<file path="config.mk">
export PLATFORM = sky130hd
export DESIGN_NAME = bmsi_div
export DESIGN_NICKNAME = d
export VERILOG_FILES = /design/src/design/bmsi_pkg.sv /design/src/design/bmsi_div.sv
export SDC_FILE = /design/constraint.sdc
export NUM_CORES = 1
export LEC_CHECK = 0
export BUFFER_PORTS_ARGS = -buffer_cell sky130_fd_sc_hd__buf_4
export CAP_MARGIN = 20
export CORE_ASPECT_RATIO = 1.1
export CORE_UTILIZATION = 50
export DETAILED_ROUTE_END_ITERATION = 8
export MAX_ROUTING_LAYER = met4
export PLACE_DENSITY = 0.74
export SYNTH_ARGS = -nofsm -noshare
export SYNTH_HDL_FRONTEND = slang
export SYNTH_SLANG_ARGS = --single-unit
</file>
<file path="constraint.sdc">
create_clock -name clk_i -period 3.2 [get_ports clk_i]
set_input_delay 0.64 -clock clk_i [delete_from_list [all_inputs] [get_ports clk_i]]
set_output_delay 0.64 -clock clk_i [all_outputs]
set_load 0.02 [all_outputs]
</file>
<file path="src/design/bmsi_pkg.sv">
// Package for the burn map similarity block: widths, codes, FSM states and
// divider request/response types. No dependencies.
`default_nettype none

package bmsi_pkg;

  localparam int CNT_W     = 21;              // pixel counts (saturating) and veg counts
  localparam int FRAC_W    = 16;              // Q1.16 fraction bits
  localparam int Q_W       = FRAC_W + 1;      // Q1.16 result width
  localparam int MAX_VEG   = 16;
  localparam int VEG_IDX_W = 4;
  localparam int VEG_N_W   = 5;               // holds 1..MAX_VEG
  localparam int UNI_W     = CNT_W + 1;
  localparam int TOT_W     = CNT_W + VEG_IDX_W;
  localparam int DSUM_W    = Q_W + VEG_IDX_W;
  localparam int LS_W      = 16;
  localparam int DIV_N_W   = 40;              // dividend / quotient bits
  localparam int DIV_D_W   = TOT_W;           // divisor bits
  localparam int DIV_CNT_W = 6;
  localparam int Q32_W     = 33;              // Q32 values up to 1.0

  localparam logic [Q_W-1:0]     ONE_Q     = Q_W'(1) << FRAC_W;
  localparam logic [CNT_W-1:0]   CNT_MAX   = '1;
  localparam logic [31:0]        EINV_Q32  = 32'd1580030169;
  localparam logic [Q32_W-1:0]   Q32_ONE   = Q32_W'(1) << 32;
  localparam logic [LS_W-1:0]    LS_RESET  = 16'd13107;
  localparam logic [VEG_N_W-1:0] VT_RESET  = 5'd16;
  localparam logic [3:0]         TAYLOR_N  = 4'd12;

  typedef enum logic [0:0] {
    CFG_LENGTH_SCALE = 1'b0,
    CFG_VEG_TYPES    = 1'b1
  } cfg_reg_e;

  typedef enum logic [0:0] {
    REQ_PIXEL = 1'b0,
    REQ_COUNT = 1'b1
  } req_e;

  typedef enum logic [4:0] {
    ST_LOAD,
    ST_SP,
    ST_SP_WAIT,
    ST_A_RD,
    ST_A_ACC,
    ST_A_WAIT,
    ST_B_CHK,
    ST_B_RD,
    ST_B_LAT,
    ST_B_DIVA,
    ST_B_DIVB,
    ST_DU,
    ST_DU_WAIT,
    ST_SQ,
    ST_X,
    ST_X_WAIT,
    ST_TAY_MUL,
    ST_TAY_DIV,
    ST_TAY_WAIT,
    ST_CLAMP,
    ST_KLOOP,
    ST_ROUND,
    ST_FIN
  } state_e;

  typedef struct packed {
    logic               start;
    logic [DIV_N_W-1:0] dividend;
    logic [DIV_D_W-1:0] divisor;
  } div_req_t;

  typedef struct packed {
    logic               done;
    logic [DIV_N_W-1:0] quotient;
  } div_rsp_t;

endpackage

`default_nettype wire

</file>
<file path="src/design/bmsi_div.sv">
// Restoring divider, one quotient bit per cycle; done pulses once the last
// quotient bit is in. Depends on bmsi_pkg.
`default_nettype none

module bmsi_div import bmsi_pkg::*; (
  input  wire logic     clk_i,
  input  wire logic     rst_ni,
  input  wire div_req_t req_i,
  output div_rsp_t      rsp_o
);

  logic                 busy_q, done_q;
  logic [DIV_CNT_W-1:0] cnt_q;
  logic [DIV_N_W-1:0]   quo_q;
  logic [DIV_D_W-1:0]   rem_q, den_q;
  logic [DIV_D_W:0]     trial, diff;
  logic                 ge;

  assign trial = {rem_q, quo_q[DIV_N_W-1]};
  assign ge    = trial >= {1'b0, den_q};
  assign diff  = trial - {1'b0, den_q};

  always_ff @(posedge clk_i or negedge rst_ni) begin
    if (!rst_ni) begin
      busy_q <= 1'b0;
      done_q <= 1'b0;
      cnt_q  <= '0;
    end else begin
      done_q <= 1'b0;
      if (req_i.start) begin
        busy_q <= 1'b1;
        cnt_q  <= DIV_CNT_W'(DIV_N_W);
      end else if (busy_q) begin
        cnt_q <= cnt_q - 1'b1;
        if (cnt_q == DIV_CNT_W'(1)) begin
          busy_q <= 1'b0;
          done_q <= 1'b1;
        end
      end
    end
  end

  always_ff @(posedge clk_i) begin
    if (req_i.start) begin
      quo_q <= req_i.dividend;
      rem_q <= '0;
      den_q <= req_i.divisor;
    end else if (busy_q) begin
      quo_q <= {quo_q[DIV_N_W-2:0], ge};
      rem_q <= ge ? diff[DIV_D_W-1:0] : trial[DIV_D_W-1:0];
    end
  end

  assign rsp_o.done     = done_q;
  assign rsp_o.quotient = quo_q;

endmodule

`default_nettype wire

</file>
### Word level (Yosys, flattened, before mapping)

Index checks and enable logic that the tools add are counted.

| word-level totals | value |
|---|---|
| output and inout port bits | 41 |
| word-level logic and storage cells | 22 |
| flip-flop bits (word level) | 98 |

| operators by class | value |
|---|---|
| magnitude comparators | 1 |
| equality and inequality tests | 1 |
| $add $sub $neg | 2 |
| reduce and logical (&&, ||, !) cells | 1 |
| multiplexer cells | 11 |

Operators with widths:

| operator | number |
|---|---|
| two-way mux 40 bit | 2 |
| greater-or-equal comparator 26 x 25 -> 1 bit | 1 |
| two-way mux 25 bit | 1 |
| subtractor 25 bit | 1 |
| two-way mux 6 bit | 2 |
| equality test 6 x 1 -> 1 bit, second input constant | 1 |
| two-way mux 1 bit | 6 |
| subtractor 6 x 1 -> 6 bit, second input constant | 1 |
| nonzero test 2 bit | 1 |

### Logic depth before layout (Yosys ltp)

Gate-level depths: netlist (run 1).

| logic depth | value |
|---|---|
| depth in word-level cells | 4 |
| depth in mapped cells | 13 |
| mapped depth without buffers | 12 |

### Worst setup path before layout (run 1)

No wires, ideal clock.

| timing path | value |
|---|---|
| path type | flip-flop to flip-flop |
| start | register quo_q[39] |
| end | register quo_q[0] (data pin) |
| period minus slack after synthesis | 2.958 ns |
| path buffers | 1 |
| setup slack | 0.242 ns |
| library setup time | 0.260 ns |
| arrival time | 2.698 ns |
| stages on the path, launching flop included | 12 |
| path through | edfxtp_1 > inv_1 > ha_1 > inv_1 > fa_1 > a211oi_1 > o21bai_1 > o2111ai_1 > and4_1 > o41ai_4 > buf_2 > mux2_2 |

| between the ends | value |
|---|---|
| word-level cells in the longest chain between the ends | 3 |

Ends and longest elaborated chain:

| item | RTL line | RTL |
|---|---|---|
| from (decl) | bmsi_div.sv:14 | `logic [DIV_N_W-1:0] quo_q;` |
| from (signal assigned) | bmsi_div.sv:45 | `quo_q <= req_i.dividend;` |
| from (signal assigned) | bmsi_div.sv:49 | `quo_q <= {quo_q[DIV_N_W-2:0], ge};` |
| greater-or-equal comparator 26 x 25 -> 1 bit | bmsi_div.sv:20 | `assign ge = trial >= {1'b0, den_q};` |
| two-way mux 40 bit | bmsi_div.sv:48 | `end else if (busy_q) begin` |
| two-way mux 40 bit | bmsi_div.sv:44 | `if (req_i.start) begin` |

Every way passes these cells. The select of a mux whose other input is x is not followed.
A chain may end at the register's enable or synchronous reset.

### Worst setup path in the final report (run 1)

| timing path | value |
|---|---|
| start | register quo_q[39] |
| end | register rem_q[20] |

| between the ends | value |
|---|---|
| word-level cells in the longest chain between the ends | 2 |
| elaborated cells on any way between the ends | 3 |
| classes of those cells | add/sub (1); order compare (1); mux (1) |

Ends and longest elaborated chain:

| item | RTL line | RTL |
|---|---|---|
| subtractor 25 bit / greater-or-equal comparator 26 x 25 -> 1 bit (equally long branches) | bmsi_div.sv:21, bmsi_div.sv:20 |  |
| two-way mux 25 bit (*) | bmsi_div.sv:50 | `rem_q <= ge ? diff[DIV_D_W-1:0] : trial[DIV_D_W-1:0];` |
| to (signal assigned) | bmsi_div.sv:50 |  |
| to (decl) | bmsi_div.sv:15 | `logic [DIV_D_W-1:0] rem_q, den_q;` |

Every way passes the cells marked *; elsewhere a longest branch is shown, timed or not.

==> run_results.csv, run 1 <==
group,metric,value,unit
run_status,status,"finished clean",
finish,diodes,0,
finish,final_nets,703,
finish,fin_cells,755,
clocking,cts.htree.levels,3,
critical_path,endpoint,"rem_q[20]$_SDFFE_PP0P_",
timing,drv_slew,0,
timing,hold_ws,0.0936,ns
finish,finish.instance_area,6700,µm²
critical_path,worstPathArrival,3.32,ns
clocking,clockBufferDepth,2,
route,via_per_inst,5.54,
route,drc_errors,0,
clocking,cts-resized-gates,0,
critical_path,reg2reg_from,"quo_q[39]$_DFFE_PP_",
logic_synthesis,synth_most_common_cell,"edfxtp_1",
logic_synthesis,synth_area_per_cell,10.9,µm²
finish,area_delta_synth_final,25.3,%
clocking,cts-buffers-inserted,9,
route,ant_nets,0,
floorplanning,coreArea,10400,µm²
flow_run,cap_violations,0,
floorplanning,ioPinCount,109,
critical_path,start_kind,"register",
critical_path,r2r-end,"rem_q[20]$_SDFFE_PP0P_",
timing,timing.final.crit_period,3.05,ns
route,first_pass_iters,4,
logic_synthesis,ys_warn_count,0,
timing,setup_violations,0,
critical_path,worstPathRequired,3.46,ns
place,placed_area,6350,µm²
global_route,grt_pass1_vias,4328,
logic_synthesis,synth_area,5350,µm²
critical_path,reg2reg_setup_slack,0.15,ns
route,drt_iter0_drc,159,
finish,layout.area.seq,2650,µm²
floorplanning,die_area,11100,µm²
timing,fin_crit_sh,0.954,
logic_synthesis,synth-seq-cells,98,
logic_synthesis,async_flop_share,0.0816,
critical_path,cp_common_cell,"buf_4",
global_route,grt_pass1_wl,20.0,mm
pwr,leakage,2.88,nW
timing,hold_viol,0,
logic_synthesis,synth.area.top_cells,"edfxtp_1 36%, dfxtp_1 9.4%, mux2_2 8.6%",
place,portBuffers,108,
route,routedWlPerCell,15.9,µm
logic_synthesis,ys_seq_area_frac,0.496,
floorplanning,num_rows,39,
logic_synthesis,synth_cell_type_count,59,
critical_path,reg2reg_depth,14,
global_route,track_usage,0.238,
global_route,antenna_found_initial,0,
pwr,power.density,746,nW/µm²
timing,maxClockFrequency,327,MHz
clocking,cts_tree,"built",
place,dp_hpwl,8.91,mm
route,dr_total_vias,4184,
clocking,clock_latency,0.35,ns
logic_synthesis,synth_top_area_frac,0.365,
timing,finClkSkew,0.00583,ns
critical_path,cpPeakStageDelay,0.43,ns
critical_path,critPathKind,"register to register",
floorplanning,initial_core_util,0.515,
critical_path,cp-startpoint,"quo_q[39]$_DFFE_PP_",
finish,nFillCells,842,
finish,multiInputGateArea,2460,µm²
logic_synthesis,netlist_instances,490,
pwr,vdd_drop_max,0.428,mV
finish,drive_gt1_frac,0.309,
floorplanning,die_w,101,µm
place,place.gp.congestion,0.889,
critical_path,cp_max_fo,9,
route,drt_wl_total,12.0,mm
logic_synthesis,synth_common_cells,"65 x edfxtp_1, 44 x nand2_1, 41 x mux2_2",
critical_path,critPathSlowestCell,"fa_1",
global_route,grt_max_degree,42,
timing,maxSlewHeadroom,0.582,
timing,worst_pin_slew,0.624,ns
place,dp.cells,736,
critical_path,crit_chain,"inv_1 -> ha_1 -> inv_1 -> fa_1 -> a211oi_1 -> o21bai_1 -> o2111ai_1 -> and4_1 -> o41ai_4 -> buf_4 -> buf_4 -> buf_4 -> mux2i_1 -> a211oi_1",
global_route,overflow,0,
clocking,clkTransAtPathRegs,0.07,ns
logic_synthesis,synthFlopType,"edfxtp_1",
logic_synthesis,syn-num-nets,586,
min_path,hold_path.class,"input port to async pin",
clocking,clock-sinks,98,
clocking,cts-root-buf,"clkbuf_16",
logic_synthesis,synth_edf_count,65,
critical_path,crit_path_end_kind,"register",
floorplanning,die-height,110,µm
logic_synthesis,synth_top_area_cell,"edfxtp_1",
sequential cells by signal (all words and copies together), names as in the netlist:
name and count:
rem_q 25, den_q 25, quo_q 40, busy_q 1, done_q 1, cnt_q 6
worst min-delay path by stage:
stage | startpoint | endpoint | slack (ns) | cells past startpoint
2_1_floorplan | rst_ni | busy_q$_DFF_PN0_ | 0.34 | 0
3_3_place_gp | rst_ni | done_q$_DFF_PN0_ | 0.46 | 1
3_5_place_dp | rst_ni | done_q$_DFF_PN0_ | 0.46 | 1
4_1_cts | rst_ni | cnt_q[5]$_DFFE_PN0P_ | 0.09 | 1
5_1_grt | rst_ni | cnt_q[0]$_DFFE_PN0P_ | 0.09 | 1
6_report | rst_ni | cnt_q[0]$_DFFE_PN0P_ | 0.09 | 1
cell families (layout without fill, tap and decap cells):
logic type	after synthesis	count (layout)	share of synthesized area
buffers and inverters	56	178	0.0430
AND/OR/NAND/NOR	121	121	0.106
AO/OA/AOI/OAI	108	108	0.135
multiplexers	56	56	0.114
flip-flops	98	98	0.496
XOR/XNOR	23	23	0.0377
adder cells (fa/ha/maj)	28	28	0.0669
layout by cell type, fill, tap and decap left out, types with 3 or more instances in the layout:
cell	Yosys	routed
nand3_1	5	5
o211ai_1	3	3
a21oi_1	29	29
edfxtp_1	65	65
nand2_1	44	44
o21ai_0	16	16
a31oi_1	3	3
clkbuf_16	0	9
mux2_2	41	41
ha_1	27	27
xor2_1	9	9
xnor2_1	14	14
inv_1	37	37
nand4_1	3	3
mux2i_1	15	15
buf_4	2	125
nand2b_1	5	5
a21o_1	5	5
o21a_1	3	3
nor2b_1	7	7
nor2_1	33	33
dfrtp_1	8	8
nor4_1	3	3
a211oi_1	18	18
dfxtp_1	25	25
o21ai_1	9	9
nor3_1	6	6
and3_1	3	3
final cells by class:
class | instances | area share
clock buffers | 9 | 0.0336
inverters | 37 | 0.0207
flip-flops and latches | 98 | 0.396
clock inverters | 7 | 0.0149
repair buffers | 125 | 0.140
well taps | 143 | 0.0267
multi-input cells | 336 | 0.368
where the power goes:
part / switching, W / internal, W / total, W
clock: 0.000492 / 0.000692 / 0.00118
combinational: 0.00109 / 0.000957 / 0.00204
sequential: 0.000173 / 0.00159 / 0.00177
critical path: cells and delay by family (launching register included):
family                   cells  cell delay [ns]
flip-flops                   1             0.41
multiplexers                 1             0.11
adder cells (fa/ha/maj)      2             0.59
AO/OA/AOI/OAI                5             1.00
AND/OR/NAND/NOR              1             0.28
buffers and inverters        5             0.59
metrics by stage:
step                      setup TNS [ns]  setup WS, ns   util  power (W)
after CTS                              0        0.0617  0.642    0.00498
after global routing            -0.00425      -0.00223  0.645    0.00531
final                                  0         0.146  0.645    0.00500
after global placement                 0         0.232  0.611    0.00372
after detailed placement               0         0.145  0.611    0.00377
after floorplan                        0         0.242      -    0.00322
routing by layer:
metal	global-route usage	wire, µm	part of all wire	vias up
met5	-	0	0	-
met4	0.0889	276	0.023	0
met3	0.0614	744	0.062	29
met2	0.371	5670	0.47	149
met1	0.296	5340	0.44	1983
li1	-	-	-	2023
repair_timing:
item | CTS | global route
buffers inserted | 0 | 3
hold buffers | 0 | 0
endpoints found under the setup margin | 0 | 21
No activity file was read; power rests on OpenSTA's default activity.
==> inputs of run 2 (changes only) <==
- ABC_AREA: not set -> 1
- CORE_ASPECT_RATIO: 1.1 -> 0.6
- PLACE_DENSITY: 0.74 -> 0.73
==> run_results.csv, run 2 <==
group,metric,value,unit
finish,drive_gt1_frac,0.155,
clocking,cts_tree,"built",
timing,fin_ws,0.579,ns
floorplanning,num_rows,30,
critical_path,critPathSlowestCell,"fa_1",
global_route,grt.busiest_layer,"met1",
logic_synthesis,synth_mux_area_frac,0,
global_route,track_usage,0.277,
logic_synthesis,synth_top_family_by_area,"simple AND/OR/NAND/NOR gates",
finish,final_nets,1063,
timing,drv_slew,0,
finish,final_common_cell,"nand2_1",
critical_path,cpPeakStageDelay,0.46,ns
clocking,cts.htree.levels,3,
timing,worst_pin_slew,0.534,ns
global_route,grt_use_met3,0.0558,
clocking,clockBufferDepth,2,
critical_path,crit_path_end_kind,"register",
logic_synthesis,synth_most_common_cell,"nand2_1",
critical_path,start_kind,"register",
logic_synthesis,ys_warn_count,0,
min_path,hold_path.class,"input port to async pin",
timing,timing.final.crit_period,2.62,ns
place,portBuffers,108,
route,ant_nets,0,
place,place.gp.congestion,0.962,
clocking,clock-sinks,98,
timing,fin_crit_sh,0.819,
pwr,leakage,4.04,nW
global_route,grtUsageMet2,0.368,
global_route,antenna_found_initial,0,
logic_synthesis,synth.area.top_cells,"edfxtp_1 32%, nand2_1 24%, inv_1 9.2%",
route,routedWlPerCell,13.9,µm
floorplanning,coreArea,11600,µm²
logic_synthesis,synth_edf_count,65,
critical_path,worstPathArrival,2.73,ns
pwr,power.density,761,nW/µm²
route,via_per_inst,4.94,
global_route,grt_max_degree,44,
clocking,cts-root-buf,"clkbuf_16",
finish,largest_register_ffs,40,
critical_path,cp_max_fo,26,
route,drt_wl_total,15.8,mm
logic_synthesis,synthFlopType,"edfxtp_1",
timing,setup_violations,0,
clocking,cts-buffers-inserted,9,
clocking,cts_hold_buf,0,
floorplanning,initial_core_util,0.528,
logic_synthesis,netlist_instances,860,
timing,maxClockFrequency,381,MHz
route,drc_errors,0,
global_route,overflow,0,
timing,hold_viol,0,
logic_synthesis,synth_fa_ha_area_frac,0.0585,
critical_path,critPathKind,"register to register",
logic_synthesis,async_flop_share,0.0816,
route,first_pass_iters,6,
floorplanning,die_w,145,µm
route,dr_total_vias,5597,
critical_path,crit_chain,"inv_1 -> ha_1 -> inv_1 -> fa_1 -> nand3_1 -> nand3_2 -> nand2_2 -> nand3_4 -> nand2_1 -> nand2_1",
floorplanning,die_area,12700,µm²
critical_path,worstPathRequired,3.31,ns
logic_synthesis,ys_seq_area_frac,0.433,
logic_synthesis,synth_top_area_frac,0.319,
logic_synthesis,synth_top_area_cell,"edfxtp_1",
logic_synthesis,synth_cell_type_count,34,
logic_synthesis,synth_area,6120,µm²
finish,top_regs,"quo_q: 40 flops, den_q: 25 flops, rem_q: 25 flops",
timing,rsz0062_at_grt,"false",
clocking,clkTransAtPathRegs,0.08,ns
logic_synthesis,synth_compound_area_frac,0.0204,
clocking,cts-resized-gates,0,
floorplanning,die-height,87.7,µm
place,dp_worst_setup_slack,0.659,ns
logic_synthesis,synth_area_per_cell,7.12,µm²
finish,nFillCells,1082,
flow_run,cap_violations,0,
logic_synthesis,synth_xor_area_frac,0.0172,
critical_path,path_buf_inv,2,
critical_path,crit_family,"simple AND/OR/NAND/NOR gates",
floorplanning,ioPinCount,109,
clocking,clock_latency,0.35,ns
timing,finClkSkew,0.0107,ns
run_status,status,"finished clean",
place,dp_hpwl,11.7,mm
finish,area_delta_synth_final,20.7,%
timing,maxSlewHeadroom,0.644,
global_route,grt_pass1_vias,5059,
logic_synthesis,yosys.area_share.simple,0.357,
finish,diodes,0,
route,drt_iter0_drc,480,
finish,largest-register,"quo_q",
logic_synthesis,synth-seq-cells,98,
global_route,grt_pass1_wl,25.8,mm
clocking,cts_setup_buffers,0,
logic_synthesis,synth_common_cells,"391 x nand2_1, 150 x inv_1, 65 x edfxtp_1",
finish,final_cell_mix,"391 x nand2_1, 150 x inv_1, 118 x buf_4",
pwr,vdd_drop_max,0.356,mV
logic_synthesis,syn-num-nets,956,
timing,fin_tns_setup,0,ns
global_route,use_met1,0.428,
==> run 2: stage by stage <==
stage | utilization | hold slack (ns) | instances | cell area [µm²] | total power (W)
6_report | 0.637 | 0.0946 | 1132 | 7390 | 0.00563
5_1_grt | 0.637 | 0.0868 | 1132 | 7390 | 0.00608
4_1_cts | 0.637 | 0.0894 | 1132 | 7390 | 0.00559
3_5_place_dp | 0.612 | 0.463 | 1116 | 7100 | 0.00451
3_3_place_gp | 0.612 | 0.462 | 1116 | 7100 | 0.00449
2_1_floorplan | - | 0.344 | 860 | 6120 | 0.00379
==> run 2: power breakdown <==
part	total, W	switching [W]	internal, W
sequential	0.00177	0.000169	0.00160
combinational	0.00279	0.00180	0.000989
clock	0.00107	0.000520	0.000547
total	0.00563	0.00249	0.00314
==> run 2: cell families after synthesis <==
logic type,count (synthesis)
buffers and inverters,178
flip-flops,98
adder cells (fa/ha/maj),28
XOR/XNOR,12
AO/OA/AOI/OAI,22
AND/OR/NAND/NOR,522
==> run 2: worst register-to-register path, delay by kind of cell (launching register included) <==
kind,cells,cell delay (ns)
buffers and inverters,2,0.18
and+or+nand+nor,6,1.19
DFF,1,0.41
adders and majority gates,2,0.61
==> run 2: worst paths after layout <==
| kind | startpoint | cells past startpoint | slack, ns | end |
|---|---|---|---|---|
| setup / recovery | quo_q[39]$_DFFE_PP_ | 10 | 0.58 | quo_q[0]$_DFFE_PP_ |
| hold / removal | rst_ni | 1 | 0.09 | cnt_q[5]$_DFFE_PN0P_ |
| setup reg to reg | quo_q[39]$_DFFE_PP_ | 10 | 0.58 | quo_q[0]$_DFFE_PP_ |
| hold reg to reg | rem_q[9]$_SDFFE_PP0P_ | 2 | 0.47 | rem_q[9]$_SDFFE_PP0P_ |
| max in group asynchronous | rst_ni | 1 | 2.97 | cnt_q[1]$_DFFE_PN0P_ |
| min in group clk_i | req_i[8] | 1 | 0.46 | den_q[8]$_DFFE_PP_ |
==> run 2: layout make-up <==
| class | instances | area (µm²) | area share |
|---|---|---|---|
| timing repair buffer | 118 | 886 | 0.120 |
| clock buffer | 10 | 229 | 0.0310 |
| clock inverter | 6 | 62.6 | 0.00847 |
| multi-input combinational | 584 | 2770 | 0.375 |
| sequential | 98 | 2650 | 0.359 |
| tap | 160 | 200 | 0.0271 |
| inverter | 156 | 586 | 0.0792 |
==> run 2: metal layers <==
metal	wire [µm]	share of wire
met5	0	0
met1	8340	0.53
met3	1460	0.092
met4	82	0.0052
met2	5890	0.37
